<file path="src/rtl/assert_macros.svh">
// Assertion helpers for the history ring datapath (mchr_dp).
// Each macro names the clock of the module it sits in; MCHR_ASSERT also names its reset.
`ifndef ASSERT_MACROS_SVH
`define ASSERT_MACROS_SVH

`ifndef ASSERT_OFF

// Check a property on every rising edge, skipped while reset is high.
`define MCHR_ASSERT(lbl, clk, rst, prop, msg) \
   lbl: assert property (@(posedge clk) disable iff (rst) (prop)) else $error(msg);

// Check a property on every rising edge, reset included.
`define MCHR_ASSERT_ALWAYS(lbl, clk, prop, msg) \
   lbl: assert property (@(posedge clk) (prop)) else $error(msg);

`else

`define MCHR_ASSERT(lbl, clk, rst, prop, msg)
`define MCHR_ASSERT_ALWAYS(lbl, clk, prop, msg)

`endif

`endif

</file>
<file path="src/rtl/mchr_pkg.sv">
package mchr_pkg;

   // Default geometry of the history store
   localparam int CHANNEL_COUNT_DEF = 4;
   localparam int HISTORY_SIZE_DEF  = 8;

   // Field widths
   localparam int CMD_W   = 1;
   localparam int TANK_W  = 2;
   localparam int LEVEL_W = 16;
   localparam int WORD_W  = 16;
   localparam int LIMIT_W = 4;

   // Command codes
   localparam logic [CMD_W-1:0] CMD_ADD  = 1'b0;
   localparam logic [CMD_W-1:0] CMD_READ = 1'b1;

   // Controller to datapath
   typedef struct packed {
      logic load_add;   // store the accepted sample
      logic load_read;  // start a read: latch cursor, fetch the newest entry
      logic advance;    // word taken, step to the next older entry
   } ctl_cmd_type;

   // Datapath to controller
   typedef struct packed {
      logic read_req;   // the offered word is a read command
      logic last;       // the word on the result side ends the read
   } dp_status_type;

endpackage

</file>
<file path="src/rtl/mchr_if.sv">
interface mchr_req_if;
   logic                                valid;
   logic                                ready;
   logic [mchr_pkg::CMD_W-1:0]          command;
   logic [mchr_pkg::TANK_W-1:0]         tank;
   logic [mchr_pkg::LEVEL_W-1:0]        level;
   logic [mchr_pkg::WORD_W-1:0]         stamp_word0;
   logic [mchr_pkg::WORD_W-1:0]         stamp_word1;
   logic [mchr_pkg::WORD_W-1:0]         stamp_word2;
   logic [mchr_pkg::WORD_W-1:0]         stamp_word3;
   logic [mchr_pkg::LIMIT_W-1:0]        limit;

   modport source (
      output valid, command, tank, level, stamp_word0, stamp_word1, stamp_word2,
             stamp_word3, limit,
      input  ready
   );
   modport sink (
      input  valid, command, tank, level, stamp_word0, stamp_word1, stamp_word2,
             stamp_word3, limit,
      output ready
   );
endinterface

interface mchr_rsp_if;
   logic                                valid;
   logic                                ready;
   logic [mchr_pkg::LEVEL_W-1:0]        history_level;
   logic [mchr_pkg::WORD_W-1:0]         history_word0;
   logic [mchr_pkg::WORD_W-1:0]         history_word1;
   logic [mchr_pkg::WORD_W-1:0]         history_word2;
   logic [mchr_pkg::WORD_W-1:0]         history_word3;
   logic                                found;
   logic                                last_of_run;

   modport source (
      output valid, history_level, history_word0, history_word1, history_word2,
             history_word3, found, last_of_run,
      input  ready
   );
   modport sink (
      input  valid, history_level, history_word0, history_word1, history_word2,
             history_word3, found, last_of_run,
      output ready
   );
endinterface

</file>
<file path="src/rtl/mchr_ctrl.sv">
module mchr_ctrl (
   input  logic                    clock,
   input  logic                    reset,
   input  logic                    req_valid,
   output logic                    req_ready,
   output logic                    rsp_valid,
   input  logic                    rsp_ready,
   input  mchr_pkg::dp_status_type status,
   output mchr_pkg::ctl_cmd_type   cmd
);

   localparam logic ST_IDLE = 1'b0;
   localparam logic ST_SHOW = 1'b1;

   logic state_ff;
   logic state_in;
   logic req_take;
   logic rsp_take;

   assign req_ready = (state_ff == ST_IDLE);
   assign rsp_valid = (state_ff == ST_SHOW);
   assign req_take  = req_valid && req_ready;
   assign rsp_take  = rsp_valid && rsp_ready;

   assign cmd.load_add  = req_take && !status.read_req;
   assign cmd.load_read = req_take && status.read_req;
   assign cmd.advance   = rsp_take && !status.last;

   always_comb begin
      state_in = state_ff;
      unique case (state_ff)
         ST_IDLE: begin
            if (cmd.load_read) state_in = ST_SHOW;
         end
         ST_SHOW: begin
            if (rsp_take && status.last) state_in = ST_IDLE;
         end
         default: state_in = ST_IDLE;
      endcase
   end

   always_ff @(posedge clock) begin
      if (reset) begin
         state_ff <= ST_IDLE;
      end else begin
         state_ff <= state_in;
      end
   end

endmodule

</file>
<file path="src/rtl/mchr_dp.sv">
`include "assert_macros.svh"

module mchr_dp #(
   parameter int CHANNEL_COUNT = mchr_pkg::CHANNEL_COUNT_DEF,
   parameter int HISTORY_SIZE  = mchr_pkg::HISTORY_SIZE_DEF
) (
   input  logic                          clock,
   input  logic                          reset,
   input  mchr_pkg::ctl_cmd_type         cmd,
   output mchr_pkg::dp_status_type       status,
   input  logic [mchr_pkg::CMD_W-1:0]    req_command,
   input  logic [mchr_pkg::TANK_W-1:0]   req_tank,
   input  logic [mchr_pkg::LEVEL_W-1:0]  req_level,
   input  logic [mchr_pkg::WORD_W-1:0]   req_stamp_word0,
   input  logic [mchr_pkg::WORD_W-1:0]   req_stamp_word1,
   input  logic [mchr_pkg::WORD_W-1:0]   req_stamp_word2,
   input  logic [mchr_pkg::WORD_W-1:0]   req_stamp_word3,
   input  logic [mchr_pkg::LIMIT_W-1:0]  req_limit,
   output logic [mchr_pkg::LEVEL_W-1:0]  rsp_history_level,
   output logic [mchr_pkg::WORD_W-1:0]   rsp_history_word0,
   output logic [mchr_pkg::WORD_W-1:0]   rsp_history_word1,
   output logic [mchr_pkg::WORD_W-1:0]   rsp_history_word2,
   output logic [mchr_pkg::WORD_W-1:0]   rsp_history_word3,
   output logic                          rsp_found,
   output logic                          rsp_last_of_run
);

   localparam int CH_W      = (CHANNEL_COUNT > 1) ? $clog2(CHANNEL_COUNT) : 1;
   localparam int SLOT_W    = $clog2(HISTORY_SIZE);
   localparam int CNT_W     = $clog2(HISTORY_SIZE + 1);
   localparam int MEM_DEPTH = CHANNEL_COUNT * HISTORY_SIZE;
   localparam int ADDR_W    = (MEM_DEPTH > 1) ? $clog2(MEM_DEPTH) : 1;
   localparam int LEVEL_W   = mchr_pkg::LEVEL_W;
   localparam int WORD_W    = mchr_pkg::WORD_W;
   localparam int ENTRY_W   = LEVEL_W + 4 * WORD_W;
   localparam int W0_LO     = LEVEL_W;
   localparam int W1_LO     = LEVEL_W + WORD_W;
   localparam int W2_LO     = LEVEL_W + 2 * WORD_W;
   localparam int W3_LO     = LEVEL_W + 3 * WORD_W;
   localparam logic [SLOT_W-1:0] SLOT_TOP = SLOT_W'(HISTORY_SIZE - 1);

   // Per-channel ring state
   logic [SLOT_W-1:0]  newest_ff  [CHANNEL_COUNT];
   logic               has_data_ff[CHANNEL_COUNT];
   logic               wrapped_ff [CHANNEL_COUNT];

   // Entry store: level in the low bits, then timestamp word0..word3
   logic [ENTRY_W-1:0] mem [MEM_DEPTH];
   logic [ENTRY_W-1:0] rd_data_ff;

   // Read cursor
   logic [CH_W-1:0]    ch_ff;
   logic [SLOT_W-1:0]  slot_ff;
   logic [SLOT_W-1:0]  slot_in;
   logic [CNT_W-1:0]   remain_ff;
   logic [CNT_W-1:0]   remain_in;
   logic               wrap_ff;
   logic               found_ff;

   logic [CH_W-1:0]    ch_idx;
   logic               in_range;
   logic               hit;
   logic [SLOT_W-1:0]  add_slot;
   logic               add_wrap;
   logic [CNT_W-1:0]   lim_clamped;
   logic [SLOT_W-1:0]  next_slot;
   logic               last;
   logic               wr_en;
   logic               rd_en;
   logic [ADDR_W-1:0]  wr_addr;
   logic [ADDR_W-1:0]  rd_addr;

   function automatic logic [ADDR_W-1:0] entry_addr(input logic [CH_W-1:0] ch,
                                                    input logic [SLOT_W-1:0] slot);
      return ADDR_W'(int'(ch) * HISTORY_SIZE + int'(slot));
   endfunction

   assign ch_idx   = CH_W'(req_tank);
   assign in_range = (int'(req_tank) < CHANNEL_COUNT);
   assign hit      = in_range && has_data_ff[ch_idx];

   assign status.read_req = (req_command == mchr_pkg::CMD_READ);
   assign status.last     = last;

   // Next slot on add: first sample goes to slot zero, wrap sets the full mark
   always_comb begin
      add_slot = '0;
      add_wrap = 1'b0;
      if (has_data_ff[ch_idx]) begin
         if (newest_ff[ch_idx] == SLOT_TOP) begin
            add_wrap = 1'b1;
         end else begin
            add_slot = newest_ff[ch_idx] + SLOT_W'(1);
         end
      end
   end

   // Clamp the limit to 1..HISTORY_SIZE
   always_comb begin
      if (req_limit == '0) begin
         lim_clamped = CNT_W'(1);
      end else if (int'(req_limit) > HISTORY_SIZE) begin
         lim_clamped = CNT_W'(HISTORY_SIZE);
      end else begin
         lim_clamped = CNT_W'(req_limit);
      end
   end

   assign next_slot = (slot_ff == '0) ? SLOT_TOP : (slot_ff - SLOT_W'(1));
   assign last      = !found_ff || (remain_ff == CNT_W'(1)) || ((slot_ff == '0) && !wrap_ff);

   assign wr_en   = cmd.load_add && in_range;
   assign wr_addr = entry_addr(ch_idx, add_slot);
   assign rd_en   = (cmd.load_read && hit) || cmd.advance;
   assign rd_addr = cmd.advance ? entry_addr(ch_ff, next_slot)
                                : entry_addr(ch_idx, newest_ff[ch_idx]);

   always_ff @(posedge clock) begin
      if (reset) begin
         for (int c = 0; c < CHANNEL_COUNT; c++) begin
            newest_ff[c]   <= SLOT_TOP;
            has_data_ff[c] <= 1'b0;
            wrapped_ff[c]  <= 1'b0;
         end
      end else if (wr_en) begin
         has_data_ff[ch_idx] <= 1'b1;
         newest_ff[ch_idx]   <= add_slot;
         if (add_wrap) wrapped_ff[ch_idx] <= 1'b1;
      end
   end

   always_ff @(posedge clock) begin
      if (wr_en) begin
         mem[wr_addr] <= {req_stamp_word3, req_stamp_word2, req_stamp_word1,
                          req_stamp_word0, req_level};
      end
      if (rd_en) begin
         rd_data_ff <= mem[rd_addr];
      end
   end

   always_comb begin
      slot_in   = slot_ff;
      remain_in = remain_ff;
      if (cmd.load_read) begin
         slot_in   = hit ? newest_ff[ch_idx] : '0;
         remain_in = lim_clamped;
      end else if (cmd.advance) begin
         slot_in   = next_slot;
         remain_in = remain_ff - CNT_W'(1);
      end
   end

   always_ff @(posedge clock) begin
      if (reset) begin
         found_ff  <= 1'b0;
         wrap_ff   <= 1'b0;
         remain_ff <= CNT_W'(1);
         slot_ff   <= '0;
         ch_ff     <= '0;
      end else begin
         slot_ff   <= slot_in;
         remain_ff <= remain_in;
         if (cmd.load_read) begin
            found_ff <= hit;
            wrap_ff  <= hit && wrapped_ff[ch_idx];
            ch_ff    <= ch_idx;
         end
      end
   end

   assign rsp_found         = found_ff;
   assign rsp_last_of_run   = last;
   assign rsp_history_level = found_ff ? rd_data_ff[LEVEL_W-1:0]      : '0;
   assign rsp_history_word0 = found_ff ? rd_data_ff[W0_LO +: WORD_W]  : '0;
   assign rsp_history_word1 = found_ff ? rd_data_ff[W1_LO +: WORD_W]  : '0;
   assign rsp_history_word2 = found_ff ? rd_data_ff[W2_LO +: WORD_W]  : '0;
   assign rsp_history_word3 = found_ff ? rd_data_ff[W3_LO +: WORD_W]  : '0;

   `MCHR_ASSERT(a_advance_in_run, clock, reset, cmd.advance |-> (found_ff && remain_ff > CNT_W'(1)), "advance past the end of a read")
   `MCHR_ASSERT(a_no_port_clash, clock, reset, !(wr_en && rd_en), "store written and read in one cycle")
   `MCHR_ASSERT(a_empty_single, clock, reset, (cmd.load_read && !hit) |=> (last && !found_ff), "empty read not a single closing word")

endmodule

</file>
<file path="src/rtl/multi_channel_history_ring_core.sv">
// Per-channel history ring.
// req_ch carries one command word: an add stores level and a four-word
// timestamp in the next slot of channel tank; a read returns that channel's
// entries newest first on rsp_ch, at most limit of them (0 counts as 1,
// anything above the depth as the depth). A read that reaches slot 0 of a
// ring that has not wrapped yet stops there. A read of an empty or absent
// channel returns one word with found low and all data zero.
// Flow: an add is taken and produces nothing; the next word can be accepted
// in the following cycle. A read first fetches the newest entry from the
// store into a register, then offers one result per cycle while rsp_ch.ready
// is high, k results in all (k from 1 to HISTORY_SIZE); the single store
// read port, fed one address per result, sets this pace.
// req_ch.ready is high only while no read is in progress.
// When rsp_ch.ready is low the current result word holds and the walk
// through the ring pauses. last_of_run marks the final word of each read.
// Reset (synchronous, active high) empties every channel; stored entries
// are not cleared and no clearing pass runs, so the block is ready at once.
module multi_channel_history_ring_core #(
   parameter int CHANNEL_COUNT = mchr_pkg::CHANNEL_COUNT_DEF,
   parameter int HISTORY_SIZE  = mchr_pkg::HISTORY_SIZE_DEF
) (
   input  logic        clock,
   input  logic        reset,
   mchr_req_if.sink    req_ch,
   mchr_rsp_if.source  rsp_ch
);

   // Command and status between the sequencer and the ring datapath
   mchr_pkg::ctl_cmd_type   cmd;
   mchr_pkg::dp_status_type status;

   // Sequencer: take words while idle, hold each result until taken
   mchr_ctrl u_ctrl (
      .clock     (clock),
      .reset     (reset),
      .req_valid (req_ch.valid),
      .req_ready (req_ch.ready),
      .rsp_valid (rsp_ch.valid),
      .rsp_ready (rsp_ch.ready),
      .status    (status),
      .cmd       (cmd)
   );

   // Datapath: ring pointers, entry store and read cursor
   mchr_dp #(
      .CHANNEL_COUNT (CHANNEL_COUNT),
      .HISTORY_SIZE  (HISTORY_SIZE)
   ) u_dp (
      .clock             (clock),
      .reset             (reset),
      .cmd               (cmd),
      .status            (status),
      .req_command       (req_ch.command),
      .req_tank          (req_ch.tank),
      .req_level         (req_ch.level),
      .req_stamp_word0   (req_ch.stamp_word0),
      .req_stamp_word1   (req_ch.stamp_word1),
      .req_stamp_word2   (req_ch.stamp_word2),
      .req_stamp_word3   (req_ch.stamp_word3),
      .req_limit         (req_ch.limit),
      .rsp_history_level (rsp_ch.history_level),
      .rsp_history_word0 (rsp_ch.history_word0),
      .rsp_history_word1 (rsp_ch.history_word1),
      .rsp_history_word2 (rsp_ch.history_word2),
      .rsp_history_word3 (rsp_ch.history_word3),
      .rsp_found         (rsp_ch.found),
      .rsp_last_of_run   (rsp_ch.last_of_run)
   );

endmodule
</file>
<file path="src/flat_wrapper.sv">
// flat-port wrapper written by rule: the top's interface ports become plain ports
module multi_channel_history_ring_core_flat 
#(
   parameter int CHANNEL_COUNT = mchr_pkg::CHANNEL_COUNT_DEF,
   parameter int HISTORY_SIZE  = mchr_pkg::HISTORY_SIZE_DEF
)
  (clock, reset, req_ch_valid, req_ch_command, req_ch_tank, req_ch_level, req_ch_stamp_word0, req_ch_stamp_word1, req_ch_stamp_word2, req_ch_stamp_word3, req_ch_limit, req_ch_ready, rsp_ch_valid, rsp_ch_history_level, rsp_ch_history_word0, rsp_ch_history_word1, rsp_ch_history_word2, rsp_ch_history_word3, rsp_ch_found, rsp_ch_last_of_run, rsp_ch_ready);
  mchr_req_if req_ch_i ();
  mchr_rsp_if rsp_ch_i ();
  input  logic clock;
  input  logic reset;
  input wire logic [$bits(req_ch_i.valid)-1:0] req_ch_valid;
  input wire logic [$bits(req_ch_i.command)-1:0] req_ch_command;
  input wire logic [$bits(req_ch_i.tank)-1:0] req_ch_tank;
  input wire logic [$bits(req_ch_i.level)-1:0] req_ch_level;
  input wire logic [$bits(req_ch_i.stamp_word0)-1:0] req_ch_stamp_word0;
  input wire logic [$bits(req_ch_i.stamp_word1)-1:0] req_ch_stamp_word1;
  input wire logic [$bits(req_ch_i.stamp_word2)-1:0] req_ch_stamp_word2;
  input wire logic [$bits(req_ch_i.stamp_word3)-1:0] req_ch_stamp_word3;
  input wire logic [$bits(req_ch_i.limit)-1:0] req_ch_limit;
  output wire logic [$bits(req_ch_i.ready)-1:0] req_ch_ready;
  output wire logic [$bits(rsp_ch_i.valid)-1:0] rsp_ch_valid;
  output wire logic [$bits(rsp_ch_i.history_level)-1:0] rsp_ch_history_level;
  output wire logic [$bits(rsp_ch_i.history_word0)-1:0] rsp_ch_history_word0;
  output wire logic [$bits(rsp_ch_i.history_word1)-1:0] rsp_ch_history_word1;
  output wire logic [$bits(rsp_ch_i.history_word2)-1:0] rsp_ch_history_word2;
  output wire logic [$bits(rsp_ch_i.history_word3)-1:0] rsp_ch_history_word3;
  output wire logic [$bits(rsp_ch_i.found)-1:0] rsp_ch_found;
  output wire logic [$bits(rsp_ch_i.last_of_run)-1:0] rsp_ch_last_of_run;
  input wire logic [$bits(rsp_ch_i.ready)-1:0] rsp_ch_ready;
  assign req_ch_i.valid = req_ch_valid;
  assign req_ch_i.command = req_ch_command;
  assign req_ch_i.tank = req_ch_tank;
  assign req_ch_i.level = req_ch_level;
  assign req_ch_i.stamp_word0 = req_ch_stamp_word0;
  assign req_ch_i.stamp_word1 = req_ch_stamp_word1;
  assign req_ch_i.stamp_word2 = req_ch_stamp_word2;
  assign req_ch_i.stamp_word3 = req_ch_stamp_word3;
  assign req_ch_i.limit = req_ch_limit;
  assign req_ch_ready = req_ch_i.ready;
  assign rsp_ch_valid = rsp_ch_i.valid;
  assign rsp_ch_history_level = rsp_ch_i.history_level;
  assign rsp_ch_history_word0 = rsp_ch_i.history_word0;
  assign rsp_ch_history_word1 = rsp_ch_i.history_word1;
  assign rsp_ch_history_word2 = rsp_ch_i.history_word2;
  assign rsp_ch_history_word3 = rsp_ch_i.history_word3;
  assign rsp_ch_found = rsp_ch_i.found;
  assign rsp_ch_last_of_run = rsp_ch_i.last_of_run;
  assign rsp_ch_i.ready = rsp_ch_ready;
  multi_channel_history_ring_core #(.CHANNEL_COUNT(CHANNEL_COUNT), .HISTORY_SIZE(HISTORY_SIZE)) u_core (.clock(clock), .reset(reset), .req_ch(req_ch_i), .rsp_ch(rsp_ch_i));
endmodule
</file>
<file path="config.mk">
export PLATFORM = sky130hd
export DESIGN_NAME = multi_channel_history_ring_core_flat
export DESIGN_NICKNAME = d
export VERILOG_FILES = /design/src/rtl/mchr_pkg.sv /design/src/rtl/mchr_if.sv /design/src/rtl/mchr_ctrl.sv /design/src/rtl/mchr_dp.sv /design/src/rtl/multi_channel_history_ring_core.sv /design/src/flat_wrapper.sv
export VERILOG_INCLUDE_DIRS = /design/src /design/src/rtl
export SDC_FILE = /design/constraint.sdc
export NUM_CORES = 2
export LEC_CHECK = 0
export BUFFER_PORTS_ARGS = -buffer_cell sky130_fd_sc_hd__buf_4
export CORE_MARGIN = 8
export CORE_UTILIZATION = 62
export DETAILED_ROUTE_END_ITERATION = 10
export GPL_ROUTABILITY_DRIVEN = 0
export PLACE_DENSITY = 0.77
export SETUP_SLACK_MARGIN = 0.1
export SYNTH_ARGS = -nofsm -noshare
export SYNTH_HDL_FRONTEND = slang
export SYNTH_SLANG_ARGS = --single-unit
</file>
<file path="constraint.sdc">
create_clock -name clock -period 8 [get_ports clock]
set_input_delay 0 -clock clock [delete_from_list [all_inputs] [get_ports clock]]
set_output_delay 0 -clock clock [all_outputs]
set_load 0.1 [all_outputs]
</file>
==> summary.txt <==
Synthesis
  • Main synth FF type: edfxtp_1
  • Async set-reset flop share out of synthesis: 0
  • Synthesized Nets: 4948
  • Yosys warnings: 0
  • Avg Cell Area, Syn: 21.4 sq um
  • Synth Register Bits: 2672
  • Mapped Cells: 4851
  • Post-Syn Area: 104000 sq um
  • Register area share after synthesis: 0.773
  • Synth cell types: 66
  • Number of synthesized flops with an enable pin: 2660

GRT
  • Most Used Layer, Global Route: met2
  • All-layer global routing usage: 0.281
  • GRT met3 Usage: 0.0461
  • Initial antenna violation count: 17
  • Largest net degree at the start of global routing: 147
  • GR Util met1: 0.376
  • Vias in the first global route: 53.1k
  • Overflow after GRT: 0
  • Met2 usage in global routing: 0.468
  • First-pass GRT wire length: 367000 um

Worst setup path
  • Register-to-register setup slack: 3.17 ns
  • CP max stage cell: buf_4
  • Critical path capture point: u_core.u_dp.mem[31][28]
  • CP endpoint kind: register
  • Critical Path, Cell by Cell: mux4_2, ha_1, ha_1, nor3b_1, nand2_1, nor2_4, buf_4, buf_4
  • Max incr delay on CP: 0.70 ns
  • R2R cell count: 8
  • CP Max Fanout: 34
  • CP required: 8.50 ns
  • Crit path arrival time: 5.33 ns
  • R2r endpoint: u_core.u_dp.mem[31][28]
  • Worst setup path start: u_core.u_dp.newest_ff[2][0]
  • Critical Path Start Type: register
  • Critical path class: register to register
  • Reg2reg start: u_core.u_dp.newest_ff[2][0]

Pwr
  • Pwr Total: 29.1 mW
  • Power density over the cells: 248 nW/um^2
  • Peak VDD IR: 0.240 mV
  • Pleak: 36.6 nW

Floorplan
  • Top Ports: 175
  • Chip width: 425 um
  • Core ar.: 167000 sq um
  • Die Area: 181000 sq um
  • Die span in y: 425 um
  • Row Count: 150
  • Initial Utilization: 0.622

Final layout
  • Core Util, Final: 0.702
  • Non-Filler Instances: 7635
  • Fin nets: 5333
  • Design area: 117000 sq um
  • Synth-to-Final Area Change: 12.8%
  • Layout cell share with drive strength beyond 1: 0.221

Run status
  • Status: complete, no violations

Route
  • Initial DRC count: 7451
  • Final antenna-violating net count: 0
  • DR vias/cell: 6.94
  • Drc violations: 0
  • WL final: 259000 um
  • TritonRoute pass-1 iters: 6
  • Via count: 53.0k
  • Routed wire length per instance: 33.9 um

Place
  • Final HPWL DP: 117000 um
  • Inst Count DP: 7045
  • IO buf count: 174
  • DP Area: 107000 sq um

Clock tree
  • CTS H-tree depth: 5
  • Root Driver: clkbuf_16
  • Longest Clk Path Bufs: 4
  • CTS resizes: 0
  • Sink Count: 2672
  • Clk_lat worst skew: 0.91 ns
  • TritonCTS Buffers: 278
  • Clk slew on worst S/H paths: 0.06 ns
  • CTS tree: built

Timing
  • Setup TNS: 0 ns
  • Highest Clock Rate: 0.207 GHz
  • Relative slew slack: 0.192
  • Post-route minimum period: 4.83 ns
  • Worst Skew: 0.0447 ns
  • Final setup fails: 0
  • Fin crit share: 0.604
  • Actual slew at the worst max-slew pin: 1.21 ns
  • Slew Limit Fails: 0
  • Hold Vio Cnt, Final: 0
  • RSZ-0062 raised after global routing: false

Flow run
  • Max-cap violation count: 0

Hold path
  • Worst hold-check path type: input port to register
what timing repair did:
item                                    in CTS  in global routing
hold endpoints to repair                  2612                  0
endpoints found under the setup margin       0                  0
hold buffers                               115                  0
setup buffers                                0                  0
area by class of cell:
cell class / count / area, sq um
antenna: 12 / 30.0
clock buffer: 342 / 7330
timing repair buffer: 382 / 3520
multi-input combinational: 1890 / 22200
inverter: 12 / 45.0
sequential: 2672 / 80100
clock inverter: 121 / 996
tap: 2204 / 2760
fill: 9651 / 49600
power by group:
part | internal [mW] | switching (mW)
registers | 15.5 | 0.0275
logic | 0.522 | 0.965
clock network | 7.02 | 5.06
total | 23.0 | 6.05
Yosys cell counts, types with 20 or more instances:
cell	instances	area, sq um
edfxtp_1	2660	79900
mux2i_1	611	6120
mux4_2	335	7540
a221oi_2	186	2790
buf_2	124	621
a221oi_1	102	893
and2_1	82	513
a22oi_1	73	548
nand3b_1	73	548
a22o_1	72	631
o41ai_1	72	631
nand2_1	67	251
buf_4	64	480
nor2_1	50	188
clkbuf_1	47	176
a21oi_1	24	120
buf_6	20	225
sequential cells by signal, indices dropped and copies added, names as in the netlist:
signal,cells
u_core.u_dp.wrapped_ff,4
u_core.u_dp.mem,2560
u_core.u_dp.remain_ff,4
u_core.u_dp.rsp_found,1
u_core.u_dp.slot_ff,3
u_core.u_dp.newest_ff,12
u_core.u_dp.has_data_ff,4
u_core.u_ctrl.rsp_valid,1
u_core.u_dp.rd_data_ff,80
u_core.u_dp.wrap_ff,1
u_core.u_dp.ch_ff,2
per-stage QoR:
stage | hold WS, ns | setup WS [ns]
after CTS | 0.00957 | 3.27
after global routing | 0.0334 | 3.03
after global placement | 0.299 | 3.37
after detailed placement | 0.306 | 3.28
final | 0.0574 | 3.17
after floorplan | 0.0989 | 1.90
worst max-delay path: cells and delay by family (launching register included):
family	cells	cell delay (ns)
muxes	1	0.56
buffers and inverters	2	1.19
and+or+nand+nor	3	1.77
DFF	1	0.38
adders and majority gates	2	0.49
kinds of logic after synthesis:
logic type / count (synthesis) / share of synthesized area
buffers and inverters: 289 / 0.0162
adder cells (fa/ha/maj): 6 / 0.000724
multiplexers: 952 / 0.132
AND/OR/NAND/NOR: 339 / 0.0188
AO/OA/AOI/OAI: 590 / 0.0590
flip-flops: 2672 / 0.773
XOR/XNOR: 3 / 0.000253
worst min-delay path by stage:
stage / from / endpoint / slack (ns) / cells after the start
6_report: req_ch_stamp_word0[7] / u_core.u_dp.mem[24][23] / 0.06 / 2
5_1_grt: req_ch_stamp_word0[4] / u_core.u_dp.mem[16][20] / 0.03 / 2
4_1_cts: req_ch_stamp_word0[7] / u_core.u_dp.mem[27][23] / 0.01 / 2
3_5_place_dp: req_ch_limit[1] / u_core.u_dp.remain_ff[1] / 0.31 / 3
3_3_place_gp: req_ch_limit[1] / u_core.u_dp.remain_ff[1] / 0.30 / 3
2_1_floorplan: req_ch_level[0] / u_core.u_dp.mem[0][0] / 0.1 / 0
layout by cell type (no fill, tap or decap), types with 44 or more instances in the layout:
cell type,instances
clkbuf_16,284
dlygate4sd3_1,115
buf_4,238
a22o_1,72
and2_1,82
mux2i_1,611
a221oi_2,186
a221oi_1,102
edfxtp_1,2660
clkinv_1,53
nand2_1,66
clkinv_2,44
nand3b_1,73
o41ai_1,72
mux4_2,335
a22oi_1,73
clkbuf_1,57
per-layer routing:
layer	part of all wire	vias to the layer above
li1	-	21400
met4	0.043	4
met3	0.090	698
met5	0.00010	-
met1	0.37	27600
met2	0.50	3269
Note: power is estimated with default switching activity, not from simulation.
